$ cat config.mk
export PLATFORM = sky130hd
export DESIGN_NAME = falu_front
export DESIGN_NICKNAME = d
export VERILOG_FILES = /design/src/rtl/falu_pkg.sv /design/src/rtl/falu_front.sv
export SDC_FILE = /design/constraint.sdc
export NUM_CORES = 1
export LEC_CHECK = 0
export BUFFER_PORTS_ARGS = -buffer_cell sky130_fd_sc_hd__buf_4
export CAP_MARGIN = 30
export CORE_ASPECT_RATIO = 0.7
export CORE_MARGIN = 3
export CORE_UTILIZATION = 50
export DETAILED_ROUTE_END_ITERATION = 6
export PLACE_DENSITY = 0.83
export SLEW_MARGIN = 20
export SYNTH_ARGS = -nofsm -noshare
export SYNTH_HDL_FRONTEND = slang
export SYNTH_SLANG_ARGS = --single-unit
$ cat constraint.sdc
create_clock -name vclk -period 4.4
set_clock_uncertainty 0.1 [all_clocks]
set_input_delay 0.44 -clock vclk [all_inputs]
set_output_delay 0.44 -clock vclk [all_outputs]
set_load 0.005 [all_outputs]
$ cat src/rtl/falu_pkg.sv
// Shared types and constants of the fixed-point ALU.
package falu_pkg;

  localparam int unsigned FRAC_BITS = 8;
  localparam int unsigned DivW      = 32 + FRAC_BITS;

  typedef enum logic [3:0] {
    CMD_ADD = 4'd0, CMD_SUB = 4'd1, CMD_MUL = 4'd2, CMD_DIV = 4'd3,
    CMD_LT  = 4'd4, CMD_LE  = 4'd5, CMD_GT  = 4'd6, CMD_GE  = 4'd7,
    CMD_EQ  = 4'd8, CMD_NE  = 4'd9, CMD_INC = 4'd10, CMD_DEC = 4'd11,
    CMD_MIN = 4'd12, CMD_MAX = 4'd13, CMD_TO_INT = 4'd14, CMD_FROM_INT = 4'd15
  } cmd_e;

  typedef enum logic [1:0] {
    ST_OK = 2'd0, ST_OVF = 2'd1, ST_DIVZ = 2'd2
  } status_e;

  typedef enum logic [1:0] {
    K_PLAIN = 2'd0, K_MUL = 2'd1, K_DIV = 2'd2
  } kind_e;

  typedef struct packed {
    kind_e        kind;
    logic [31:0]  res;
    logic         cmp;
    status_e      st;
    logic [31:0]  a;
    logic [31:0]  b;
  } fitem_t;

  typedef struct packed {
    logic         valid;
    kind_e        kind;
    logic [31:0]  res;
    logic         cmp;
    status_e      st;
    logic         neg;
    logic [31:0]  r;
    logic [63:0]  n;
    logic [31:0]  d;
  } bitem_t;

endpackage

$ cat src/rtl/falu_front.sv
// Front end: decode the command, finish simple ops, mark mul and div items.
module falu_front import falu_pkg::*; (
  input  logic [3:0]  cmd_i,
  input  logic [31:0] a_i,
  input  logic [31:0] b_i,
  output fitem_t      item_o
);

  logic signed [31:0] sa, sb;
  logic               lt, eq;

  assign sa = $signed(a_i);
  assign sb = $signed(b_i);
  assign lt = sa < sb;
  assign eq = a_i == b_i;

  always_comb begin
    item_o      = '0;
    item_o.kind = K_PLAIN;
    item_o.st   = ST_OK;
    item_o.a    = a_i;
    item_o.b    = b_i;
    case (cmd_e'(cmd_i))
      CMD_ADD:      item_o.res = a_i + b_i;
      CMD_SUB:      item_o.res = a_i - b_i;
      CMD_MUL:      item_o.kind = K_MUL;
      CMD_DIV: begin
        if (b_i == 32'd0) begin
          item_o.st = ST_DIVZ;
        end else begin
          item_o.kind = K_DIV;
        end
      end
      CMD_LT:       item_o.cmp = lt;
      CMD_LE:       item_o.cmp = lt | eq;
      CMD_GT:       item_o.cmp = ~(lt | eq);
      CMD_GE:       item_o.cmp = ~lt;
      CMD_EQ:       item_o.cmp = eq;
      CMD_NE:       item_o.cmp = ~eq;
      CMD_INC:      item_o.res = a_i + 32'd1;
      CMD_DEC:      item_o.res = a_i - 32'd1;
      CMD_MIN:      item_o.res = lt ? a_i : b_i;
      CMD_MAX:      item_o.res = (!lt && !eq) ? a_i : b_i;
      CMD_TO_INT:   item_o.res = 32'(sa >>> FRAC_BITS);
      CMD_FROM_INT: item_o.res = a_i << FRAC_BITS;
      default:      item_o.res = '0;
    endcase
  end

endmodule

==> summary.txt <==
Cells and area
  – Post-route cell area: about 8600 um2
  – Seq cells: 0
  – Commonest non-fill, non-tap cell in the layout: buf_4
  – Most frequent cells in the layout: buf_4 (316), a21oi_1 (62), ha_1 (59)
  – Synthesis-to-layout area growth: 46.87%
  – Register Area: 0 um2
  – Layout cell share with drive strength beyond 1: 0.4016
  – Fill cell count: 862
  – Area occupied by multi-input gates: 5573 um2
  – Final-layout clock buffer total: 0
  – N_diodes: 0
  – # nets final: 1234

Timing
  – Slew headroom: 0.4271
  – RSZ-0062 raised after global routing: true
  – Period minus WS final: 4937 ps
  – Final Cycle Share: 1.122
  – Fin. Hold Viols: 0
  – Fmax: 202.6 MHz
  – Hold_ws: 988.1 ps
  – Tightest Pin Transition: 856.9 ps
  – Setup violations, final: 21
  – Final slew viol count: 0
  – Setup WS post-layout: -536.8 ps

Pwr
  – Leak: 3.849 nW
  – Peak supply drop: 0.00007873 V
  – Cell Pwr Density: 161.7 nW/um2

Synthesis
  – Syn. warnings: 0
  – Synth Cell Area: 5843 um2
  – Syn Nets: 998
  – Largest family of logic cells by synthesized area: compound AO/OA/AOI/OAI gates
  – Xor/xnor share of the synthesized area: 0.1184
  – Post-Synthesis Cells: 864
  – Largest area contributor in the netlist: ha_1
  – Top cells by area, synth: ha_1 (14%), buf_4 (8.6%), xnor2_1 (7.5%), a21oi_1 (6.3%), o21ai_0 (6.1%)
  – Library cells used by synthesis: 70
  – Mux cell area share after synthesis: 0.02398
  – Post-Synth Simple-Gate Area: 0.2261
  – Adder-Cell Fraction of Synth Area: 0.1439
  – Mean Syn Cell Area: ~6.8 um2
  – Sequential area share after synthesis: 0
  – Top-area cell type share of the netlist area: 0.1370
  – Synth Area in Compound Gates: 0.3482

Route
  – DRC viols: 0
  – Violation count after the first detailed-route iteration: ~1200
  – DR pass1 iterations: 6
  – DRT antenna net count: 0
  – Vias: about 8400
  – Routed Wire Length: 28.36 mm
  – Average wire per standard cell: 22.67 um
  – Vias per cell: 6.696

Worst hold path
  – Min-Delay Endpoint: item_o[30]
  – Cells on Worst Hold Path: 2
  – HP Start: b_i[30]
  – Hold Path Class: in -> out

GRT
  – First-pass GRT wire length: between 30 and 40 mm
  – Pin count of the biggest net entering global routing: 36
  – Vias in the first global route: 7408
  – Overflow after GRT: 0
  – Total GRT Usage: 0.3806
  – Initial antenna violation count: 0

Placed design
  – Gp weighted congestion: 1.065
  – IO buf count: roughly 170
  – DP Area: 7878 um2
  – Dpl hpwl: between 20 and 25 mm
  – Dpl ws: -590.3 ps

Worst setup path
  – Top cell family by delay on the critical path: simple AND/OR/NAND/NOR gates
  – Top cell by count, worst path: buf_4
  – Crit-path slowest cell: or4_4
  – Worst path required time: 3860 ps
  – Highest cell delay on the worst timing path: 530 ps
  – Arrival time worst endpoint: 4400 ps
  – Crit. End Element: output pin
  – Worst path bufs/invs: 3
  – CP startpoint kind: input port
  – Crit-path cells: buf_4 -> or4_4 -> nor4_4 -> buf_4 -> nand3_4 -> nor3b_4 -> nand3_2 -> xnor2_2 -> o21ai_1 -> ha_1 -> a21o_1 -> nand2_2 -> nand2b_1 -> a21o_1 -> a21oi_2 -> mux2i_1 -> a221o_1 -> a221oi_2 -> o311ai_1 -> buf_4
  – WS Path Type: in -> out
  – Crit path max fanout: 5

Clock tree
  – Hold buffer count at CTS: 0

Run status
  – Status: finished with violations
  – Failing checks: setup timing

Floorplanning
  – Die area: roughly 13000 um2
  – Number of I/O pins: 169
  – Row Count: 32
  – Starting Density: 0.5212
  – Core Footprint: between 10000 and 15000 um2
  – Die H: 96.45 um
  – Die X: between 100 and 150 um

Run
  – Number of max-cap violations: 0
==> how the worst max path moves through the flow <==
stage / to / cells past startpoint / from
2_1_floorplan: item_o[97] / 17 / b_i[6]
3_3_place_gp: item_o[97] / 18 / b_i[6]
3_5_place_dp: item_o[96] / 18 / b_i[6]
4_1_cts: item_o[96] / 18 / b_i[3]
5_1_grt: item_o[97] / 20 / b_i[6]
6_report: item_o[97] / 20 / b_i[11]
==> metal layers <==
metal | up-vias | wire, um | GRT usage
met5 | - | 0 | 0
li1 | 3680 | - | -
met4 | 0 | 1324 | 0.09564
met3 | 153 | 4308 | 0.1273
met2 | 735 | 11540 | 0.5700
met1 | 3809 | 11190 | 0.5249
==> where the power goes <==
part           switching [mW]  internal [mW]  total [mW]
sequential                  0              0           0
clock                       0              0           0
combinational           0.751          0.637        1.39
total                   0.751          0.637        1.39
==> cell usage after synthesis, drive strengths merged, types with 9 or more instances <==
library cell / instances
nor3: 24
a31oi: 14
nand3: 34
ha: 64
xor2: 29
inv: 44
buf: 68
a211oi: 11
xnor2: 50
a21oi: 73
o311ai: 20
a221oi: 13
nand2: 56
nand4: 9
a21o: 19
nor2b: 10
clkbuf: 35
a22oi: 9
nor4: 12
or3: 9
o21ai: 73
nor2: 52
mux2i: 14
o221ai: 9
o211ai: 12
==> through the flow <==
step	utilization	total power, mW	setup TNS [ps]	std cells
final	0.7655	1.388	-6985	1251
after global routing	0.7655	1.462	-9914	1251
after CTS	0.7307	1.244	-4133	1239
after detailed placement	0.7027	1.184	-7297	1233
after global placement	0.7027	1.172	-6372	1233
after floorplan	-	0.6690	0	864
==> kinds of logic after synthesis <==
group | Yosys count
fa+ha+maj | 66
xor+xnor | 79
simple gates | 250
mux | 14
other cells | 1
compound gates | 307
buf+inv | 147
==> repair_timing <==
item / in CTS / in global routing
pin swaps: 41 / 69
gates cloned: 0 / 0
setup endpoints to repair: 23 / 25
buffers inserted: 7 / 12
resized for setup: 71 / 73
==> final cells by class <==
class | count | share of cell area
multi-input cells | 717 | 0.6494
repair buffers | 337 | 0.3091
well taps | 153 | 0.02231
inverters | 44 | 0.01924
Note: power is estimated with default switching activity, not from simulation.
