===== config.mk =====
export PLATFORM = sky130hd
export DESIGN_NAME = falu_queue
export DESIGN_NICKNAME = d
export VERILOG_FILES = /design/src/rtl/falu_pkg.sv /design/src/rtl/falu_queue.sv
export SDC_FILE = /design/constraint.sdc
export NUM_CORES = 1
export LEC_CHECK = 0
export ABC_AREA = 1
export BUFFER_PORTS_ARGS = -buffer_cell sky130_fd_sc_hd__buf_2
export CORE_MARGIN = 2
export CORE_UTILIZATION = 45
export DETAILED_ROUTE_END_ITERATION = 16
export PLACE_DENSITY = 0.7
export SLEW_MARGIN = 20
export SYNTH_ARGS = -nofsm -noshare
export SYNTH_HDL_FRONTEND = slang
export SYNTH_SLANG_ARGS = --single-unit

===== constraint.sdc =====
create_clock -name clk_i -period 14.2 [get_ports clk_i]
set_input_delay 1.42 -clock clk_i [delete_from_list [all_inputs] [get_ports clk_i]]
set_output_delay 1.42 -clock clk_i [all_outputs]
set_load 0.01 [all_outputs]

===== src/rtl/falu_pkg.sv =====
// Shared types and constants of the fixed-point ALU.
package falu_pkg;

  localparam int unsigned FRAC_BITS = 8;
  localparam int unsigned DivW      = 32 + FRAC_BITS;

  typedef enum logic [3:0] {
    CMD_ADD = 4'd0, CMD_SUB = 4'd1, CMD_MUL = 4'd2, CMD_DIV = 4'd3,
    CMD_LT  = 4'd4, CMD_LE  = 4'd5, CMD_GT  = 4'd6, CMD_GE  = 4'd7,
    CMD_EQ  = 4'd8, CMD_NE  = 4'd9, CMD_INC = 4'd10, CMD_DEC = 4'd11,
    CMD_MIN = 4'd12, CMD_MAX = 4'd13, CMD_TO_INT = 4'd14, CMD_FROM_INT = 4'd15
  } cmd_e;

  typedef enum logic [1:0] {
    ST_OK = 2'd0, ST_OVF = 2'd1, ST_DIVZ = 2'd2
  } status_e;

  typedef enum logic [1:0] {
    K_PLAIN = 2'd0, K_MUL = 2'd1, K_DIV = 2'd2
  } kind_e;

  typedef struct packed {
    kind_e        kind;
    logic [31:0]  res;
    logic         cmp;
    status_e      st;
    logic [31:0]  a;
    logic [31:0]  b;
  } fitem_t;

  typedef struct packed {
    logic         valid;
    kind_e        kind;
    logic [31:0]  res;
    logic         cmp;
    status_e      st;
    logic         neg;
    logic [31:0]  r;
    logic [63:0]  n;
    logic [31:0]  d;
  } bitem_t;

endpackage


===== src/rtl/falu_queue.sv =====
// Two-entry queue between front and back end.
module falu_queue import falu_pkg::*; (
  input  logic   clk_i,
  input  logic   rst_ni,
  input  logic   push_i,
  input  fitem_t data_i,
  output logic   full_o,
  input  logic   pop_i,
  output logic   valid_o,
  output fitem_t data_o
);

  fitem_t     mem_q [2];
  logic       wr_q, rd_q;
  logic [1:0] cnt_q;
  logic       do_push, do_pop;

  assign full_o  = cnt_q == 2'd2;
  assign valid_o = cnt_q != 2'd0;
  assign do_push = push_i && !full_o;
  assign do_pop  = pop_i && valid_o;
  assign data_o  = mem_q[rd_q];

  always_ff @(posedge clk_i) begin
    if (do_push) begin
      mem_q[wr_q] <= data_i;
    end
  end

  always_ff @(posedge clk_i or negedge rst_ni) begin
    if (!rst_ni) begin
      wr_q  <= 1'b0;
      rd_q  <= 1'b0;
      cnt_q <= 2'd0;
    end else begin
      if (do_push) wr_q <= ~wr_q;
      if (do_pop) rd_q <= ~rd_q;
      cnt_q <= cnt_q + 2'(do_push) - 2'(do_pop);
    end
  end

endmodule


==> key figures, run 1 <==
Drt
  • Iteration count of the initial detailed-routing pass: 4
  • Post-detailed-route wirelength per cell: 15.0 µm
  • Wire length on met2: 7.23 mm
  • Via/cell ratio: 4.70
  • Routed WL: 15.1 mm
  • Drt initial violations: 259
  • Routed Antenna Nets: 0
  • DR top layer: met4
  • Wl on met1: 6.40 mm
  • Met3 routed WL: 1.20 mm
  • DR vias: 4734
  • DRC viols: 0

Worst setup path
  • Crit-path max FO: 54
  • Crit-path leading delay family: buffers and inverters
  • Endpoint class of the critical path: output port
  • CP Buf/Inv Count: 3
  • CP Class: flip-flop to output port
  • Most used cell, CP: nand2_1
  • Req. time, crit path: 12.78 ns
  • Sequence of cells on the critical path: clkinv_2, buf_4, nand2_1, nand2_1, buf_2
  • Slowest cell on crit path: dfrtp_4
  • WP data arrival: 2.95 ns
  • Critical Path Max Stage Delay: 0.77 ns
  • Startpoint types: flip-flop

STA
  • Unrepaired setup endpoints after global routing: no
  • Slew HR: 0.498
  • Fin Setup TNS: 0 ns
  • Slew @ Worst Pin: 0.753 ns
  • Fin Clk Skew: 0.00482 ns
  • Final min period: 4.37 ns
  • Fin crit share: 0.308
  • Fin. Hold Viols: 0
  • Fmax achieved: 229 MHz
  • Setup-failing EPs final: 0
  • Worst setup slack after layout: 9.83 ns
  • Slew Limit Fails: 0

Placement
  • Final HPWL DP: 9.67 mm
  • Placed cell areas: 8800 µm²
  • PortBufs: 207
  • Post-place setup slack: 10.30 ns
  • Routability cong.: 0.769

Pwr
  • Total power: 1.99 mW
  • Static leakage: 4.11 nW
  • Worst vdd ir: 0.107 mV
  • P per Cell Area: 210 nW/µm²

Clock tree
  • Cts hold-fix bufs: 0
  • CTS Buf Count: 21
  • CTS root buf: clkbuf_16
  • Worst-skew pair later-pin latency: 0.49 ns
  • CTS Sinks: 206
  • Reg clk slew, reported paths: 0.06 ns
  • CTS resizes: 0
  • Clock tree buffer depth: 3
  • H-tree depth: 1
  • CTS tree: done
  • Post-CTS Setup Bufs: 0

Synth
  • Synth Register Bits: 206
  • Yosys cell types: 10
  • Post-synth top area share: 0.805
  • Mapped Area: 7540 µm²
  • Share of flip-flops with an asynchronous set or reset: 0.0194
  • Mapped Avg Cell Area: 13.5 µm²
  • Ys Warns: 0
  • Top FF cell, synth: edfxtp_1
  • Mapped Nets: 667
  • EDFF count, synth: 202
  • Cell taking the most area after synthesis: edfxtp_1
  • Post-synth top cells: nand2_1 (316), edfxtp_1 (202), buf_2 (19), inv_1 (9), dfrtp_1 (4)
  • Count leader, synth: nand2_1
  • Synth top area cells: edfxtp_1 (80%), nand2_1 (16%), dfrtp_1 (1.3%)
  • Sequential element share of the synthesized area: 0.818
  • Cells after Synth: 560

Cells and area
  • Share of layout cells above drive strength 1: 0.313
  • Area delta synth->final: 25.4%
  • Nets: 880
  • Final Cell Area: 9460 µm²
  • # diodes: 0
  • Number of fill cells in the layout: 1329

Global routing
  • First-pass GRT wire length: 24.0 mm
  • GRT Residual Overflow: 0
  • Initial antenna violation count: 0
  • Vias in the first global route: 4803
  • Largest net degree at the start of global routing: 56
  • Gr usage total: 0.168

Floorplanning
  • Die H: 133 µm
  • Die width: 133 µm
  • I/O pin total: 208
  • Cell row count: 47
  • Initial Utilization: 0.458
  • Core footprint: 16500 µm²
  • Die area: 17800 µm²

Min path
  • Hold WC Path Type: flip-flop to flip-flop

Flow run
  • Max cap viols: 0

Run status
  • Status: finished clean
## state kept, by name, indices dropped and copies added, names as in the netlist
| signal | flops |
|---|---|
| cnt_q | 2 |
| rd_q | 1 |
| wr_q | 1 |
| mem_q | 202 |
## cells in the final DEF, fill, tap and decap left out, types with 4 or more instances in the layout
cell type / instances
clkbuf_16: 21
buf_4: 5
inv_1: 8
clkbuf_1: 4
buf_2: 207
edfxtp_1: 202
clkinv_2: 5
nand2_1: 316
## path summary, 6_finish.rpt
path / start / end / slack (ns) / depth (start not counted)
hold reg to reg: wr_q / wr_q / 0.50 / 2
setup / recovery: rd_q / data_o[89] / 9.83 / 5
min in group asynchronous: rst_ni / cnt_q[0] / 0.73 / 1
hold / removal: wr_q / wr_q / 0.50 / 2
max in group asynchronous: rst_ni / rd_q / 13.34 / 1
setup reg to reg: cnt_q[1] / mem_q[0][12] / 11.92 / 4
## area by class of cell
class | instances | area [µm²] | share of cell area
Clock buffer | 28 | 582 | 0.0615
Tap cell | 220 | 275 | 0.0291
Sequential cell | 206 | 6170 | 0.652
Clock inverter | 10 | 77.6 | 0.00820
Multi-Input combinational cell | 322 | 1240 | 0.131
Inverter | 10 | 41.3 | 0.00437
Timing Repair Buffer | 212 | 1070 | 0.114
## stage by stage
stage               instances  utilization  hold WS [ns]
floorplan                 560            -         0.442
global placement          970        0.534         0.455
detailed placement        970        0.534         0.493
CTS                      1008        0.574         0.508
global route             1008        0.574         0.528
finish                   1008        0.574         0.503
## worst register-to-register path, stage by stage, from the launching register on
cell and delay [ns]:
dfrtp_1 0.40, nand2_1 0.12, nand3_1 0.14, inv_4 0.49, buf_4 0.73
## power by group
part	internal, mW	switching [mW]
registers	0.831	0.0513
clock network	0.306	0.214
logic	0.190	0.396
total	1.33	0.661
## routing by layer
| metal | vias to the layer above | GRT usage |
|---|---|---|
| met4 | 0 | 0.0508 |
| met3 | 28 | 0.0487 |
| met5 | - | 0 |
| li1 | 2310 | - |
| met1 | 2228 | 0.219 |
| met2 | 168 | 0.278 |
## kinds of logic (layout without fill, tap and decap cells)
logic type | count (synthesis) | in the layout | share of synthesized area
and+or+nand+nor | 320 | 320 | 0.160
DFF | 206 | 206 | 0.818
buffers and inverters | 32 | 260 | 0.0191
adders and majority gates | 2 | 2 | 0.00332
(Power assumes the default switching activity.)
==> inputs of run 2 (changes only) <==
--- a/config.mk
+++ b/config.mk
@@ -5,7 +5,7 @@
 export SDC_FILE = /design/constraint.sdc
 export NUM_CORES = 1
 export LEC_CHECK = 0
-export ABC_AREA = 1
+export ABC_AREA = 0
 export BUFFER_PORTS_ARGS = -buffer_cell sky130_fd_sc_hd__buf_2
 export CORE_MARGIN = 2
 export CORE_UTILIZATION = 45
==> constraint.sdc (replaced) <==
create_clock -name clk_i -period 4.3 [get_ports clk_i]
set_input_delay 0.43 -clock clk_i [delete_from_list [all_inputs] [get_ports clk_i]]
set_output_delay 0.43 -clock clk_i [all_outputs]
set_load 0.01 [all_outputs]
==> run 2 against run 1 <==
- sequential cell count stayed put
- critical path depth fell by 2
- register-to-register slack worse by 9.7 ns
- hold slack worse by 0.38 ns
- wire length down 9.9%
- global-route usage fell by 2.4 points
- setup slack got worse by 8.4 ns
- sequential power rose to 3.3 times the previous value
- sequential share of layout area is 2.7 points lower
- combinational power rose to 3.5 times the previous value
- critical endpoint is now data_o[49]
==> key figures, run 2 <==
Run status
  • Status: finished clean

Min path
  • WHS Path Cells: 1 (-1)
  • Worst Hold Endpoint: mem_q[0][33]
  • Worst Hold Launch: data_i[33]
  • Hold WC Path Type: input pin to flip-flop

Worst setup path
  • Critical Path Max Stage Delay: 0.86 ns (+0.09 ns)
  • R2r startpoint: cnt_q[1]
  • Slowest cell on crit path: dfrtp_4
  • CP Class: flip-flop to output port
  • Worst R2R Setup Slack: 2.22 ns (-9.70 ns)
  • Worst r2r dst: mem_q[1][62]
  • Sequence of cells on the critical path: buf_12, mux2_4, buf_2
  • Crit-path leading delay family: flip-flops
  • Crit-path max FO: 61 (+13%)
  • Endpoint class of the critical path: output port
  • FF-to-FF path depth: 4 (unchanged)
  • CP Buf/Inv Count: 2 (-1)
  • Startpoint types: flip-flop
  • Req. time, crit path: 3.87 ns (-8.91 ns)
  • WP data arrival: 2.39 ns (-0.56 ns)

Global routing
  • GRT Residual Overflow: 0 (unchanged)
  • Initial antenna violation count: 2 (+2)
  • Vias in the first global route: 4029 (-16%)
  • Largest net degree at the start of global routing: 77 (+38%)
  • First-pass GRT wire length: 20.5 mm (-15%)
  • Gr usage total: 0.144 (-0.0244)

Placement
  • Final HPWL DP: 8.97 mm (-7.2%)
  • Routability cong.: 0.706 (-8.1%)
  • Placed cell areas: 9100 µm² (+3.5%)
  • PortBufs: 207 (unchanged)
  • Post-place setup slack: 1.97 ns (-8.33 ns)

Clock tree
  • Post-CTS Setup Bufs: 0 (unchanged)
  • Worst-skew pair later-pin latency: 0.49 ns (about the same)
  • Reg clk slew, reported paths: 0.06 ns (about the same)
  • CTS Buf Count: 22 (+4.8%)
  • CTS root buf: clkbuf_16
  • CTS resizes: 0 (unchanged)
  • H-tree depth: 1 (unchanged)
  • Clock tree buffer depth: 3 (unchanged)
  • CTS Sinks: 206 (unchanged)
  • CTS tree: done

Drt
  • Iteration count of the initial detailed-routing pass: 4 (unchanged)
  • DRC viols: 0 (unchanged)
  • DR vias: 3789 (-20%)
  • Routed WL: 13.6 mm (-9.9%)
  • Post-detailed-route wirelength per cell: 17.0 µm (+13%)
  • Routed Antenna Nets: 0 (unchanged)
  • Drt initial violations: 149 (-42%)
  • Via/cell ratio: 4.73 (+0.72%)

STA
  • Fin Clk Skew: 0.0106 ns (+0.00582 ns)
  • Slew @ Worst Pin: 0.683 ns (-0.0703 ns)
  • Unrepaired setup endpoints after global routing: no
  • Worst setup slack after layout: 1.48 ns (-8.35 ns)
  • Slew HR: 0.545 (+0.0469)
  • Fin. Hold Viols: 0 (unchanged)
  • Slew Limit Fails: 0 (unchanged)
  • Fin crit share: 0.656
  • Fin Setup TNS: 0 ns (unchanged)
  • Final min period: 2.82 ns
  • Hold Slack: 0.122 ns (-0.381 ns)
  • Fmax achieved: 354 MHz
  • Setup-failing EPs final: 0 (unchanged)

Floorplanning
  • Cell row count: 48 (+2.1%)
  • Core footprint: 17100 µm² (+4.0%)
  • Initial Utilization: 0.457 (-0.00140)
  • Die H: 136 µm (+1.7%)
  • I/O pin total: 208 (unchanged)
  • Die area: 18400 µm² (+3.5%)
  • Die width: 136 µm (+1.7%)

Cells and area
  • Most common cell after layout, fill and taps aside: buf_2
  • Max reg flops: 202 (unchanged)
  • Biggest regs: mem_q (202), cnt_q (2)
  • Nets: 666 (-24%)
  • Biggest register: mem_q
  • Number of fill cells in the layout: 1329 (unchanged)
  • Most frequent cells in the layout: buf_2 (207), edfxtp_1 (202), mux2_4 (80)
  • Share of layout cells above drive strength 1: 0.615 (+0.302)
  • Final core occ: 0.577 (+0.00236)
  • Final Cell Area: 9870 µm² (+4.4%)
  • Area delta synth->final: 26.3%

Synth
  • Share of flip-flops with an asynchronous set or reset: 0.0194 (unchanged)
  • Complex-gate fraction of the synthesized area: 0 (unchanged)
  • Top FF cell, synth: edfxtp_1
  • Mapped Nets: 439 (-34%)
  • Post-synthesis mux area share: 0.184 (+0.184)
  • Post-Synth Simple-Gate Area: 0.00448 (-0.155)
  • Largest family of logic cells by synthesized area: multiplexers
  • Synth Area in Adders: 0.00320 (-0.000116)
  • Synth top area cells: edfxtp_1 (78%), mux2_4 (15%), mux2_2 (3.0%)
  • Cells after Synth: 332 (-41%)
  • Xor-xnor portion of the synthesized cell area: 0.00448 (+0.00448)
  • Synth Register Bits: 206 (unchanged)
  • Count leader, synth: edfxtp_1
  • Yosys cell types: 17 (+7)
  • Mapped Avg Cell Area: 23.5 µm² (+75%)
  • Ys Warns: 0 (unchanged)
  • Post-synth top cells: edfxtp_1 (202), mux2_4 (80), mux2_2 (21), buf_6 (8), dfrtp_1 (4)
  • Mapped Area: 7810 µm² (+3.6%)
  • Sequential element share of the synthesized area: 0.789 (-0.0287)
  • Post-synth top area share: 0.776 (-0.0282)
  • EDFF count, synth: 202 (unchanged)
  • Cell taking the most area after synthesis: edfxtp_1

Pwr
  • Worst vdd ir: 0.461 mV (+330%)
  • P per Cell Area: 697 nW/µm² (+230%)
  • Static leakage: 3.95 nW (-4.0%)

Flow run
  • Max cap viols: 0 (unchanged)
run 2: metal layers:
layer | global-route usage | share of wire | wire, µm | up-vias
met5 | 0 | 0 | 0 | -
met4 | 0.0475 | 0.022 | 302 | 0
met3 | 0.0464 | 0.078 | 1070 | 25
met2 | 0.248 | 0.50 | 6790 | 143
met1 | 0.172 | 0.40 | 5480 | 1846
li1 | - | - | - | 1775
run 2: worst max-delay path by stage:
stage	start	end	slack, ns	cells after the start
after floorplan	cnt_q[1]	mem_q[0][0]	0.65	3
after global placement	rd_q	data_o[26]	1.99	3
after detailed placement	rd_q	data_o[26]	1.97	3
after CTS	rd_q	data_o[26]	1.43	3
after global routing	rd_q	data_o[26]	1.39	3
final	rd_q	data_o[49]	1.48	3
run 2: cells by family (layout without fill, tap and decap cells):
group                      Yosys count  count (layout)
and+or+nand+nor                      6               6
muxes                              101             101
adders and majority gates            2               2
other                                0               2
buffers and inverters               13             255
DFF                                206             206
xor gates and xnor gates             4               4
run 2: layout make-up:
type / instances / area [µm²] / share of cell area
Sequential cell: 206 / 6170 / 0.625
Multi-Input combinational cell: 113 / 1550 / 0.157
Timing Repair Buffer: 214 / 1130 / 0.114
Clock buffer: 27 / 601 / 0.0608
Tap cell: 225 / 282 / 0.0285
Clock inverter: 12 / 133 / 0.0134
Inverter: 2 / 7.51 / 0.000761
Antenna cell: 2 / 5.00 / 0.000507
run 2: repair_timing:
action	4_1_cts	5_1_grt
hold endpoints to repair	4	0
hold buffers	1	0
setup endpoints to repair	0	0
run 2: power by group:
group / internal, mW / switching, mW / leakage [nW]
logic: 1.07 / 0.979 / 1.66
registers: 2.75 / 0.203 / 1.92
clock network: 1.17 / 0.710 / 0.367
run 2: per-stage QoR:
step	power (mW)	cells
finish	6.88	801
global route	7.22	800
CTS	6.97	798
detailed placement	5.08	758
global placement	5.01	758
floorplan	4.42	332
